--- config.mk ---
export PLATFORM = sky130hd
export DESIGN_NAME = replay_window_filter_core_flat
export DESIGN_NICKNAME = d
export VERILOG_FILES = /design/src/design/rwf_pkg.sv /design/src/design/rwf_item_if.sv /design/src/design/rwf_result_if.sv /design/src/design/rwf_front.sv /design/src/design/rwf_engine.sv /design/src/design/replay_window_filter_core.sv /design/src/flat_wrapper.sv
export VERILOG_INCLUDE_DIRS = /design/src /design/src/design
export SDC_FILE = /design/constraint.sdc
export NUM_CORES = 2
export LEC_CHECK = 0
export BUFFER_PORTS_ARGS = -buffer_cell sky130_fd_sc_hd__buf_2
export CELL_PAD_IN_SITES_DETAIL_PLACEMENT = 1
export CELL_PAD_IN_SITES_GLOBAL_PLACEMENT = 1
export CORE_ASPECT_RATIO = 1.5
export CORE_MARGIN = 2
export CORE_UTILIZATION = 40
export CTS_CLUSTER_DIAMETER = 40
export DETAILED_ROUTE_END_ITERATION = 10
export GPL_TIMING_DRIVEN = 0
export HOLD_SLACK_MARGIN = 0.15
export PLACE_DENSITY = 0.81
export SLEW_MARGIN = 20
export SYNTH_ARGS = -nofsm -noshare
export SYNTH_HDL_FRONTEND = slang
export SYNTH_SLANG_ARGS = --single-unit
--- constraint.sdc ---
create_clock -name clk -period 10.3 [get_ports clk]
set_input_delay 1.545 -clock clk [delete_from_list [all_inputs] [get_ports clk]]
set_output_delay 1.545 -clock clk [all_outputs]
set_load 0.02 [all_outputs]
--- src/design/replay_window_filter_core_macros.svh ---
// Assertion helpers for the RTL.
// Both expect a clock named clk and an active-low reset named rst_n in scope.
`ifndef REPLAY_WINDOW_FILTER_CORE_MACROS_SVH
`define REPLAY_WINDOW_FILTER_CORE_MACROS_SVH

// Same-cycle implication
`define RWF_ASSERT_SAME(label, pre, post, msg) \
  label: assert property (@(posedge clk) disable iff (!rst_n) (pre) |-> (post)) \
    else $error(msg);

// Next-cycle implication
`define RWF_ASSERT_NEXT(label, pre, post, msg) \
  label: assert property (@(posedge clk) disable iff (!rst_n) (pre) |=> (post)) \
    else $error(msg);

`endif

--- src/design/rwf_pkg.sv ---
package rwf_pkg;

  // Request kinds
  typedef enum logic {
    OP_TEST = 1'b0,
    OP_ADD  = 1'b1
  } op_t;

  // Request as held between the front queue and the window engine
  typedef struct packed {
    op_t         op;
    logic [63:0] seq;
  } item_t;

  // Front to back: head of the queue
  typedef struct packed {
    logic  valid;
    item_t item;
  } head_t;

  // Register map
  localparam int unsigned CFG_AW = 2;
  localparam logic [CFG_AW-1:0] REG_AHEAD_LIMIT = 2'd0;
  localparam logic [31:0] AHEAD_LIMIT_RST = 32'd1024;

  // Front queue depth
  localparam int unsigned QDEPTH = 2;
  localparam int unsigned QPW    = $clog2(QDEPTH);
  localparam int unsigned QCW    = $clog2(QDEPTH + 1);

endpackage

--- src/design/rwf_item_if.sv ---
interface rwf_item_if;
  logic        valid;
  logic        ready;
  logic        operation;
  logic [63:0] seq_number;

  modport source (output valid, output operation, output seq_number, input ready);
  modport sink   (input valid, input operation, input seq_number, output ready);
endinterface

--- src/design/rwf_result_if.sv ---
interface rwf_result_if;
  logic valid;
  logic ready;
  logic is_replay;

  modport source (output valid, output is_replay, input ready);
  modport sink   (input valid, input is_replay, output ready);
endinterface

--- src/design/rwf_front.sv ---
module rwf_front (
  input  logic           clk,
  input  logic           rst_n,
  rwf_item_if.sink       in_ch,
  output rwf_pkg::head_t head,
  input  logic           pop
);
  import rwf_pkg::*;

  item_t             mem_r [QDEPTH];
  logic [QPW-1:0]    wr_ptr_r, wr_ptr_nxt;
  logic [QPW-1:0]    rd_ptr_r, rd_ptr_nxt;
  logic [QCW-1:0]    count_r, count_nxt;
  logic              push;
  logic              do_pop;
  item_t             in_item;

  // decode incoming request
  assign in_item.op  = op_t'(in_ch.operation);
  assign in_item.seq = in_ch.seq_number;

  assign in_ch.ready = (count_r != QCW'(QDEPTH));
  assign push        = in_ch.valid && in_ch.ready;
  assign do_pop      = pop && (count_r != '0);

  assign head.valid = (count_r != '0);
  assign head.item  = mem_r[rd_ptr_r];

  // pointer and fill count update
  always_comb begin
    wr_ptr_nxt = wr_ptr_r;
    rd_ptr_nxt = rd_ptr_r;
    count_nxt  = count_r;
    if (push) begin
      wr_ptr_nxt = (wr_ptr_r == QPW'(QDEPTH - 1)) ? '0 : wr_ptr_r + 1'b1;
    end
    if (do_pop) begin
      rd_ptr_nxt = (rd_ptr_r == QPW'(QDEPTH - 1)) ? '0 : rd_ptr_r + 1'b1;
    end
    if (push && !do_pop) begin
      count_nxt = count_r + 1'b1;
    end else if (do_pop && !push) begin
      count_nxt = count_r - 1'b1;
    end
  end

  always_ff @(posedge clk) begin
    if (!rst_n) begin
      wr_ptr_r <= '0;
      rd_ptr_r <= '0;
      count_r  <= '0;
    end else begin
      wr_ptr_r <= wr_ptr_nxt;
      rd_ptr_r <= rd_ptr_nxt;
      count_r  <= count_nxt;
    end
  end

  // queue storage
  always_ff @(posedge clk) begin
    if (push) begin
      mem_r[wr_ptr_r] <= in_item;
    end
  end

endmodule

--- src/design/rwf_engine.sv ---
`include "replay_window_filter_core_macros.svh"

module rwf_engine #(
  parameter int unsigned WIN_LEN = 256
) (
  input  logic           clk,
  input  logic           rst_n,
  input  rwf_pkg::head_t head,
  output logic           pop,
  input  logic [31:0]    ahead_limit,
  rwf_result_if.source   out_ch
);
  import rwf_pkg::*;

  localparam int unsigned IW = $clog2(WIN_LEN);

  logic [63:0]        base_r, base_nxt;
  logic [WIN_LEN-1:0] bitmap_r, bitmap_nxt;
  logic               out_valid_r, out_valid_nxt;
  logic               out_replay_r, out_replay_nxt;

  logic [63:0]   offset;
  logic [IW-1:0] shift_amt;
  logic [63:0]   slide_base;
  logic [63:0]   limit_top;
  logic          in_win;
  logic          far;
  logic          bit_seen;
  logic          replay;
  logic          pop_test;
  logic          pop_add;
  logic          pop_slide;

  // take the head when the result register is free or being drained
  assign pop = head.valid && (!out_valid_r || out_ch.ready);

  assign pop_test  = pop && (head.item.op == OP_TEST);
  assign pop_add   = pop && (head.item.op == OP_ADD);
  assign pop_slide = pop_add && !in_win;

  // window position of the request
  assign offset     = head.item.seq - base_r;
  assign in_win     = (offset < 64'(WIN_LEN));
  // slide distance is offset - WIN_LEN + 1; only needed below WIN_LEN
  assign shift_amt  = offset[IW-1:0] - IW'(WIN_LEN - 1);
  assign far        = (offset >= 64'(2 * WIN_LEN - 1));
  // after a slide the number sits on the top bit
  assign slide_base = head.item.seq - 64'(WIN_LEN - 1);
  assign limit_top  = 64'(WIN_LEN) + {32'd0, ahead_limit};
  assign bit_seen   = in_win ? bitmap_r[offset[IW-1:0]] : 1'b0;

  // verdict for a test
  always_comb begin
    replay = 1'b0;
    if (head.item.op == OP_TEST) begin
      replay = in_win ? bit_seen : (offset >= limit_top);
    end
  end

  // window update on an add
  always_comb begin
    base_nxt   = base_r;
    bitmap_nxt = bitmap_r;
    if (pop && head.item.op == OP_ADD) begin
      if (in_win) begin
        bitmap_nxt[offset[IW-1:0]] = 1'b1;
      end else begin
        base_nxt   = slide_base;
        bitmap_nxt = far ? '0 : (bitmap_r >> shift_amt);
        bitmap_nxt[WIN_LEN-1] = 1'b1;
      end
    end
  end

  // result register
  always_comb begin
    out_valid_nxt  = out_valid_r;
    out_replay_nxt = out_replay_r;
    if (pop) begin
      out_valid_nxt  = 1'b1;
      out_replay_nxt = replay;
    end else if (out_ch.ready) begin
      out_valid_nxt = 1'b0;
    end
  end

  always_ff @(posedge clk) begin
    if (!rst_n) begin
      base_r      <= '0;
      bitmap_r    <= '0;
      out_valid_r <= 1'b0;
    end else begin
      base_r      <= base_nxt;
      bitmap_r    <= bitmap_nxt;
      out_valid_r <= out_valid_nxt;
    end
  end

  always_ff @(posedge clk) begin
    out_replay_r <= out_replay_nxt;
  end

  assign out_ch.valid     = out_valid_r;
  assign out_ch.is_replay = out_replay_r;

  // checks
  `RWF_ASSERT_NEXT(a_test_hold, pop_test, $stable({base_r, bitmap_r}), "test moved window")
  `RWF_ASSERT_NEXT(a_add_never_replay, pop_add, out_valid_r && !out_replay_r, "add gave replay")
  `RWF_ASSERT_NEXT(a_slide_top_bit, pop_slide, bitmap_r[WIN_LEN-1], "top bit not set")
  `RWF_ASSERT_NEXT(a_slide_base, pop_slide, base_r == $past(slide_base), "base not moved")
  `RWF_ASSERT_SAME(a_hold_blocks_pop, out_valid_r && !out_ch.ready, !pop, "pop while held")

endmodule

--- src/design/replay_window_filter_core.sv ---
// Channel  Dir  Payload                          Handshake
// in_ch    in   operation, seq_number[63:0]      valid / ready
// out_ch   out  is_replay                        valid / ready
// cfg_*    in   ahead_limit[31:0] at address 0   APB read/write, pready tied high
//
// One request per cycle sustained while out_ch is ready; a taken request is held in a
// queue slot, then the offset, compare and window shift feed the result register.
// Synchronous reset clears the window base and bitmap and loads ahead_limit with
// 1024; there is no clearing pass, requests are taken right after reset.
// A two-entry queue ahead of the engine keeps in_ch ready while a result waits, until it fills.
module replay_window_filter_core #(
  parameter int unsigned WIN_LEN = 256
) (
  input  logic                      clk,
  input  logic                      rst_n,
  rwf_item_if.sink                  in_ch,
  rwf_result_if.source              out_ch,
  input  logic                      cfg_psel,
  input  logic                      cfg_penable,
  input  logic                      cfg_pwrite,
  input  logic [rwf_pkg::CFG_AW-1:0] cfg_paddr,
  input  logic [31:0]               cfg_pwdata,
  output logic [31:0]               cfg_prdata,
  output logic                      cfg_pready
);
  import rwf_pkg::*;

  logic [31:0] ahead_limit_r, ahead_limit_nxt;
  logic        cfg_wr;
  head_t       head;
  logic        pop;

  // configuration register
  assign cfg_pready = 1'b1;
  assign cfg_wr     = cfg_psel && cfg_penable && cfg_pwrite && cfg_pready
                      && (cfg_paddr == REG_AHEAD_LIMIT);

  always_comb begin
    ahead_limit_nxt = ahead_limit_r;
    if (cfg_wr) begin
      ahead_limit_nxt = cfg_pwdata;
    end
  end

  always_ff @(posedge clk) begin
    if (!rst_n) begin
      ahead_limit_r <= AHEAD_LIMIT_RST;
    end else begin
      ahead_limit_r <= ahead_limit_nxt;
    end
  end

  assign cfg_prdata = (cfg_paddr == REG_AHEAD_LIMIT) ? ahead_limit_r : 32'd0;

  // front: accept and queue
  rwf_front u_front (
    .clk   (clk),
    .rst_n (rst_n),
    .in_ch (in_ch),
    .head  (head),
    .pop   (pop)
  );

  // back: window check and update
  rwf_engine #(
    .WIN_LEN (WIN_LEN)
  ) u_engine (
    .clk         (clk),
    .rst_n       (rst_n),
    .head        (head),
    .pop         (pop),
    .ahead_limit (ahead_limit_r),
    .out_ch      (out_ch)
  );

endmodule

--- src/flat_wrapper.sv ---
// flat-port wrapper written by rule: the top's interface ports become plain ports
module replay_window_filter_core_flat import rwf_pkg::*;
#(
  parameter int unsigned WIN_LEN = 256
)
  (clk, rst_n, cfg_psel, cfg_penable, cfg_pwrite, cfg_paddr, cfg_pwdata, cfg_prdata, cfg_pready, in_ch_valid, in_ch_operation, in_ch_seq_number, in_ch_ready, out_ch_valid, out_ch_is_replay, out_ch_ready);
  rwf_item_if in_ch_i ();
  rwf_result_if out_ch_i ();
  input  logic clk;
  input  logic rst_n;
  input  logic cfg_psel;
  input  logic cfg_penable;
  input  logic cfg_pwrite;
  input  logic [rwf_pkg::CFG_AW-1:0] cfg_paddr;
  input  logic [31:0] cfg_pwdata;
  output logic [31:0] cfg_prdata;
  output logic cfg_pready;
  input wire logic [$bits(in_ch_i.valid)-1:0] in_ch_valid;
  input wire logic [$bits(in_ch_i.operation)-1:0] in_ch_operation;
  input wire logic [$bits(in_ch_i.seq_number)-1:0] in_ch_seq_number;
  output wire logic [$bits(in_ch_i.ready)-1:0] in_ch_ready;
  output wire logic [$bits(out_ch_i.valid)-1:0] out_ch_valid;
  output wire logic [$bits(out_ch_i.is_replay)-1:0] out_ch_is_replay;
  input wire logic [$bits(out_ch_i.ready)-1:0] out_ch_ready;
  assign in_ch_i.valid = in_ch_valid;
  assign in_ch_i.operation = in_ch_operation;
  assign in_ch_i.seq_number = in_ch_seq_number;
  assign in_ch_ready = in_ch_i.ready;
  assign out_ch_valid = out_ch_i.valid;
  assign out_ch_is_replay = out_ch_i.is_replay;
  assign out_ch_i.ready = out_ch_ready;
  replay_window_filter_core #(.WIN_LEN(WIN_LEN)) u_core (.clk(clk), .rst_n(rst_n), .in_ch(in_ch_i), .out_ch(out_ch_i), .cfg_psel(cfg_psel), .cfg_penable(cfg_penable), .cfg_pwrite(cfg_pwrite), .cfg_paddr(cfg_paddr), .cfg_pwdata(cfg_pwdata), .cfg_prdata(cfg_prdata), .cfg_pready(cfg_pready));
endmodule
==> impl_metrics.ini, run 1 <==
[yosys]
synthArstFlopShare = 0
synthDominantCellAreaShare = 0.154
syn_avg_cell_area_um2 = 7.53
ys_types = 98
ys_seq_area_frac = 0.221
ys.flop_type = dfxtp_1
syn-num-nets = 6865
synth_area_leaders = mux2i_1 (15%), dfxtp_1 (14%), edfxtp_1 (7.8%), mux4_2 (7.3%), nand2_1 (7.0%)
yosys.area.top_type = mux2i_1
postSynthCellCount = 6655
syn-cell-area_um2 = 50100
yosys_warnings = 0
synth-edff-count = 131
yosys_register_bits = 489

[clock_network]
clock_tree.root_cell = clkbuf_16
h-tree-depth = 2
cts_inserted_buffers = 58
cts_hold_buffers = 0
cts_buffer_depth = 3
clock_sink_total = 489

[status]
outcome.stop_stage = global routing
run_status = stopped before the end
flow.first_error = [ERROR GRT-0116] Global routing finished with congestion. Check the congestion regions in the DRC Viewer.

[grt]
gr-usage-all-layers = 0.821
grt_start_max_net_pins = 55
grt_overflow_total = 2900
grt_pass1_wl_mm = 775
first_global_vias = 80310

[die]
row_count = 159
io-pin-count = 142
floorplan.die.height_um = 438
initial_cell_density_of_the_core = 0.402
die_w_um = 293

[placement]
placed_area_um2 = 54200
dp.final_hpwl_mm = 350
placement.io_buffers = 138
gpl.final_weighted_congestion = 1.42
## logic make-up after synthesis
kind of cell / synth area share
and+or+nand+nor: 0.205
AOI/OAI and AO/OA: 0.221
muxes: 0.249
buffers and inverters: 0.0543
DFF: 0.221
xor gates and xnor gates: 0.0222
adders and majority gates: 0.0261
other: 0.0000748
## what timing repair did
action / 4_1_cts
resized for setup: 135
pin swaps: 0
setup buffers: 0
setup endpoints to repair: 321
cloned: 0
## stage by stage
| stage | setup TNS, ns | setup WS (ns) | std cells | hold slack, ns |
|---|---|---|---|---|
| global placement | -1090.70 | -6.23 | 8403 | 0.439 |
| floorplan | 0 | 2.83 | 6655 | 0.432 |
| CTS | 0 | 0.000432 | 8562 | 0.459 |
| detailed placement | -883.91 | -4.49 | 8458 | 0.450 |
## per-layer routing
layer / global-route usage / overflow
met1: 0.806 / 26
met2: 0.997 / 1832
met3: 0.659 / 58
met4: 0.844 / 977
met5: 0.363 / 7
## synth_stat cells (all sizes together) (78+ instances only)
| library cell | number |
|---|---|
| mux2 | 100 |
| nand3 | 115 |
| clkbuf | 382 |
| inv | 135 |
| dfxtp | 358 |
| ha | 103 |
| o21ai | 590 |
| edfxtp | 131 |
| a2bb2oi | 78 |
| a21oi | 597 |
| nor2 | 861 |
| buf | 182 |
| mux4 | 163 |
| nor3 | 95 |
| mux2i | 770 |
| nand2 | 937 |
==> run 2, diff against run 1 <==
- CELL_PAD_IN_SITES_DETAIL_PLACEMENT: 1 -> default
- CELL_PAD_IN_SITES_GLOBAL_PLACEMENT: 1 -> default
- CORE_ASPECT_RATIO: 1.5 -> default
- CORE_UTILIZATION: 40 -> 25
- CTS_CLUSTER_DIAMETER: 40 -> default
- HOLD_SLACK_MARGIN: 0.15 -> default
- PLACE_DENSITY: 0.81 -> default
- PLACE_DENSITY_LB_ADDON: default -> 0.15
==> run 2 against run 1 <==
  * Synthesized cell count stayed put
  * Area after synthesis did not move
  * The flow now finishes, with violations (negative setup slack)
==> impl_metrics.ini, run 2 <==
[status]
run_status = finished, violations left
failed_checks = negative setup slack

[yosys]
synth_xor_xnor_area_share = 0.0222
syn-num-nets = 6865
ys_seq_area_frac = 0.221
yosys_warnings = 0
synth_compound_gate_area_share = 0.221
synth_area_leaders = mux2i_1 (15%), dfxtp_1 (14%), edfxtp_1 (7.8%), mux4_2 (7.3%), nand2_1 (7.0%)
synthArstFlopShare = 0
yosys_register_bits = 489
yosys.area_share.adder = 0.0261
ys_types = 98
combinational_family_with_the_most_area_after_synthesis = multiplexers
synthMostInstantiatedCell = nand2_1
synth_mux_area_frac = 0.249
synthDominantCellAreaShare = 0.154
postSynthCellCount = 6655
yosys.area.top_type = mux2i_1
synth-edff-count = 131
synth_simple_gate_area_share = 0.205
synthTopCellsByCount = nand2_1 (936), nor2_1 (860), mux2i_1 (770)
syn-cell-area_um2 = 50100
syn_avg_cell_area_um2 = 7.53
ys.flop_type = dfxtp_1

[critical_path]
cp_max_fo = 28
worst-r2r-cell-count = 25
worstReg2RegEnd = u_core.u_engine.bitmap_r[7]$_SDFFE_PN0P_
r2r_setup_slack_ns = -0.17
crit_arrival_ns = 11.06
cp_data_required_time_ns = 10.89
crit_path_top_delay_cell = a21oi_1
end_kind = flip-flop
critical_path.startpoint_type = flip-flop
path_buf_inv = 11
critical_setup_path_kind = flip-flop to flip-flop
worst_path_largest_cell_delay_ns = 0.80
critical-path-top-delay-family = buffers and inverters

[grt]
grt_pass1_wl_mm = 602
antenna_violations_before_repair = 68
grt_overflow_total = 0
first_global_vias = 58127
grt_start_max_net_pins = 47
gr-usage-all-layers = 0.450

[clock_network]
worst_skew_pair.late_latency_ns = 0.71
clock_tree.root_cell = clkbuf_16
clk_pin_slew_worst_paths_ns = 0.06
cts_inserted_buffers = 58
h-tree-depth = 2
cts_tree = done
clock_sink_total = 489
cts_buffer_depth = 3

[sta]
hold_viol_final = 0
period_minus_slack_ns = 10.47
min_period_over_period = 1.02
relSlewSlack = 0.0535
setup_ws_ns = -0.172
grt_setup_unrepaired = false
final-setup-viol-count = 17
worst_clock_skew_ns = 0.0429
worst_pin_slew_ns = 1.41
drv_slew = 0
fmax_mhz = 95.5

[placement]
dp.final_hpwl_mm = 398
gpl.final_weighted_congestion = 1.20
placement.io_buffers = 138

[finish]
post_route_cells_drive_above_1_share = 0.155
postLayoutCoreUtil = 0.297
top_register = u_core.u_engine.bitmap_r
mostFrequentLayoutCell = nand2_1
largest_register_ffs = 256
syn2layout_area_growth_pct = 18.1
finish.net_count = 7155
layout.filler_cells = 21962
layout_top_registers = u_core.u_engine.bitmap_r x256, u_core.u_front.mem_r x130, u_core.u_engine.base_r x64
mostFrequentLayoutCells = nand2_1 (936), nor2_1 (848), mux2i_1 (708)

[detailed_routing]
first_pass_iters = 7
drc = 0
drt_wl_total_mm = 478
vias_post_dr = 62456
post_drt_via_cell_ratio = 6.43
detail_route.wl_per_cell_um = 49.2
drt_iter0_drc = 8354
ant_nets = 0

[min_path]
timing.hold.worst_path_depth = 2
hold_start = u_core.u_engine.base_r[42]$_SDFFE_PN0P_
hold_path_class = flip-flop to flip-flop
worstHoldEndpoint = u_core.u_engine.base_r[42]$_SDFFE_PN0P_

[die]
initial_cell_density_of_the_core = 0.251
row_count = 164
die_w_um = 452
io-pin-count = 142
floorplan.die.height_um = 452
die-area_um2 = 204000
core_area_um2 = 199000

[flow_run]
drv_cap = 0
[run 2: cell counts after synthesis]
No cell type changed its count.
[run 2: area by class of cell]
type | instances | area [µm²] | area share
Antenna cell | 61 | 153 | 0.00258
Buffer | 561 | 2690 | 0.0454
Clock buffer | 75 | 1580 | 0.0266
Clock inverter | 32 | 299 | 0.00505
Inverter | 135 | 507 | 0.00856
Multi-Input combinational cell | 5467 | 37300 | 0.630
Sequential cell | 489 | 11100 | 0.187
Tap cell | 2656 | 3320 | 0.0561
Timing Repair Buffer | 233 | 2260 | 0.0381
[run 2: what timing repair did]
action                     in CTS  in global routing
buffers inserted                0                  2
resized for setup             164                 47
setup endpoints to repair     321                 43
hold buffers                    0                  0
[run 2: how the worst max path moves through the flow]
stage,cells after the start,slack [ns],startpoint,to
5_1_grt,23,0.004,flip-flop,u_core.u_engine.bitmap_r[8]$_SDFFE_PN0P_
6_report,25,-0.17,flip-flop,u_core.u_engine.bitmap_r[7]$_SDFFE_PN0P_
4_1_cts,26,0.16,flip-flop,u_core.u_engine.bitmap_r[107]$_SDFFE_PN0P_
2_1_floorplan,23,2.83,flip-flop,u_core.u_engine.bitmap_r[254]$_SDFFE_PN0P_
3_5_place_dp,28,-3.73,flip-flop,u_core.u_engine.bitmap_r[107]$_SDFFE_PN0P_
3_3_place_gp,25,-6.73,flip-flop,u_core.u_engine.bitmap_r[7]$_SDFFE_PN0P_
[run 2: cell families after synthesis]
group                      count (synthesis)
AOI/OAI and AO/OA                       1831
xor gates and xnor gates                 124
adders and majority gates                104
buffers and inverters                    699
DFF                                      489
muxes                                   1033
other                                      1
and+or+nand+nor                         2374
[run 2: worst reg2reg max path: stages, from the launching register on]
cell and delay [ns]:
dfxtp_1 0.30, buf_2 0.39, buf_4 0.43, buf_2 0.43
clkbuf_2 0.48, buf_2 0.52, clkbuf_2 0.51, mux2_2 0.44
fa_1 0.65, ha_1 0.35, clkbuf_2 0.12, buf_12 0.20
buf_2 0.61, clkbuf_2 0.71, nand2_1 0.11, o21ai_1 0.44
a21oi_1 0.28, a21oi_1 0.80, mux2i_4 0.41, mux2i_4 0.57
buf_8 0.24, nand2_1 0.08, o21ai_1 0.59, o21ai_2 0.41
a2bb2oi_1 0.26, nor2_1 0.07
[run 2: metal layers]
layer  wire length [µm]  part of all wire  up-vias  global-route usage
li1                   -                 -    24931                   -
met1             173000              0.36    31103               0.495
met2             197000              0.41     4800               0.659
met3              55200              0.12     1592               0.189
met4              52800              0.11       30               0.404
met5                760            0.0016        -              0.0154
[run 2: metrics by stage]
stage / instance area, µm² / instances / setup TNS [ns] / worst slack, ns / hold WS, ns
floorplan: 50100 / 6655 / 0 / 2.83 / 0.432
global placement: 54100 / 9449 / -1355.01 / -6.73 / 0.442
detailed placement: 56500 / 9542 / -649.65 / -3.73 / 0.446
CTS: 58900 / 9646 / 0 / 0.156 / 0.453
global route: 59100 / 9664 / 0 / 0.00409 / 0.469
finish: 59200 / 9709 / -1.18 / -0.172 / 0.451
Power of run 2 is not shown: default switching activity piles up to over one toggle a cycle in this logic, so the estimate is an artifact.
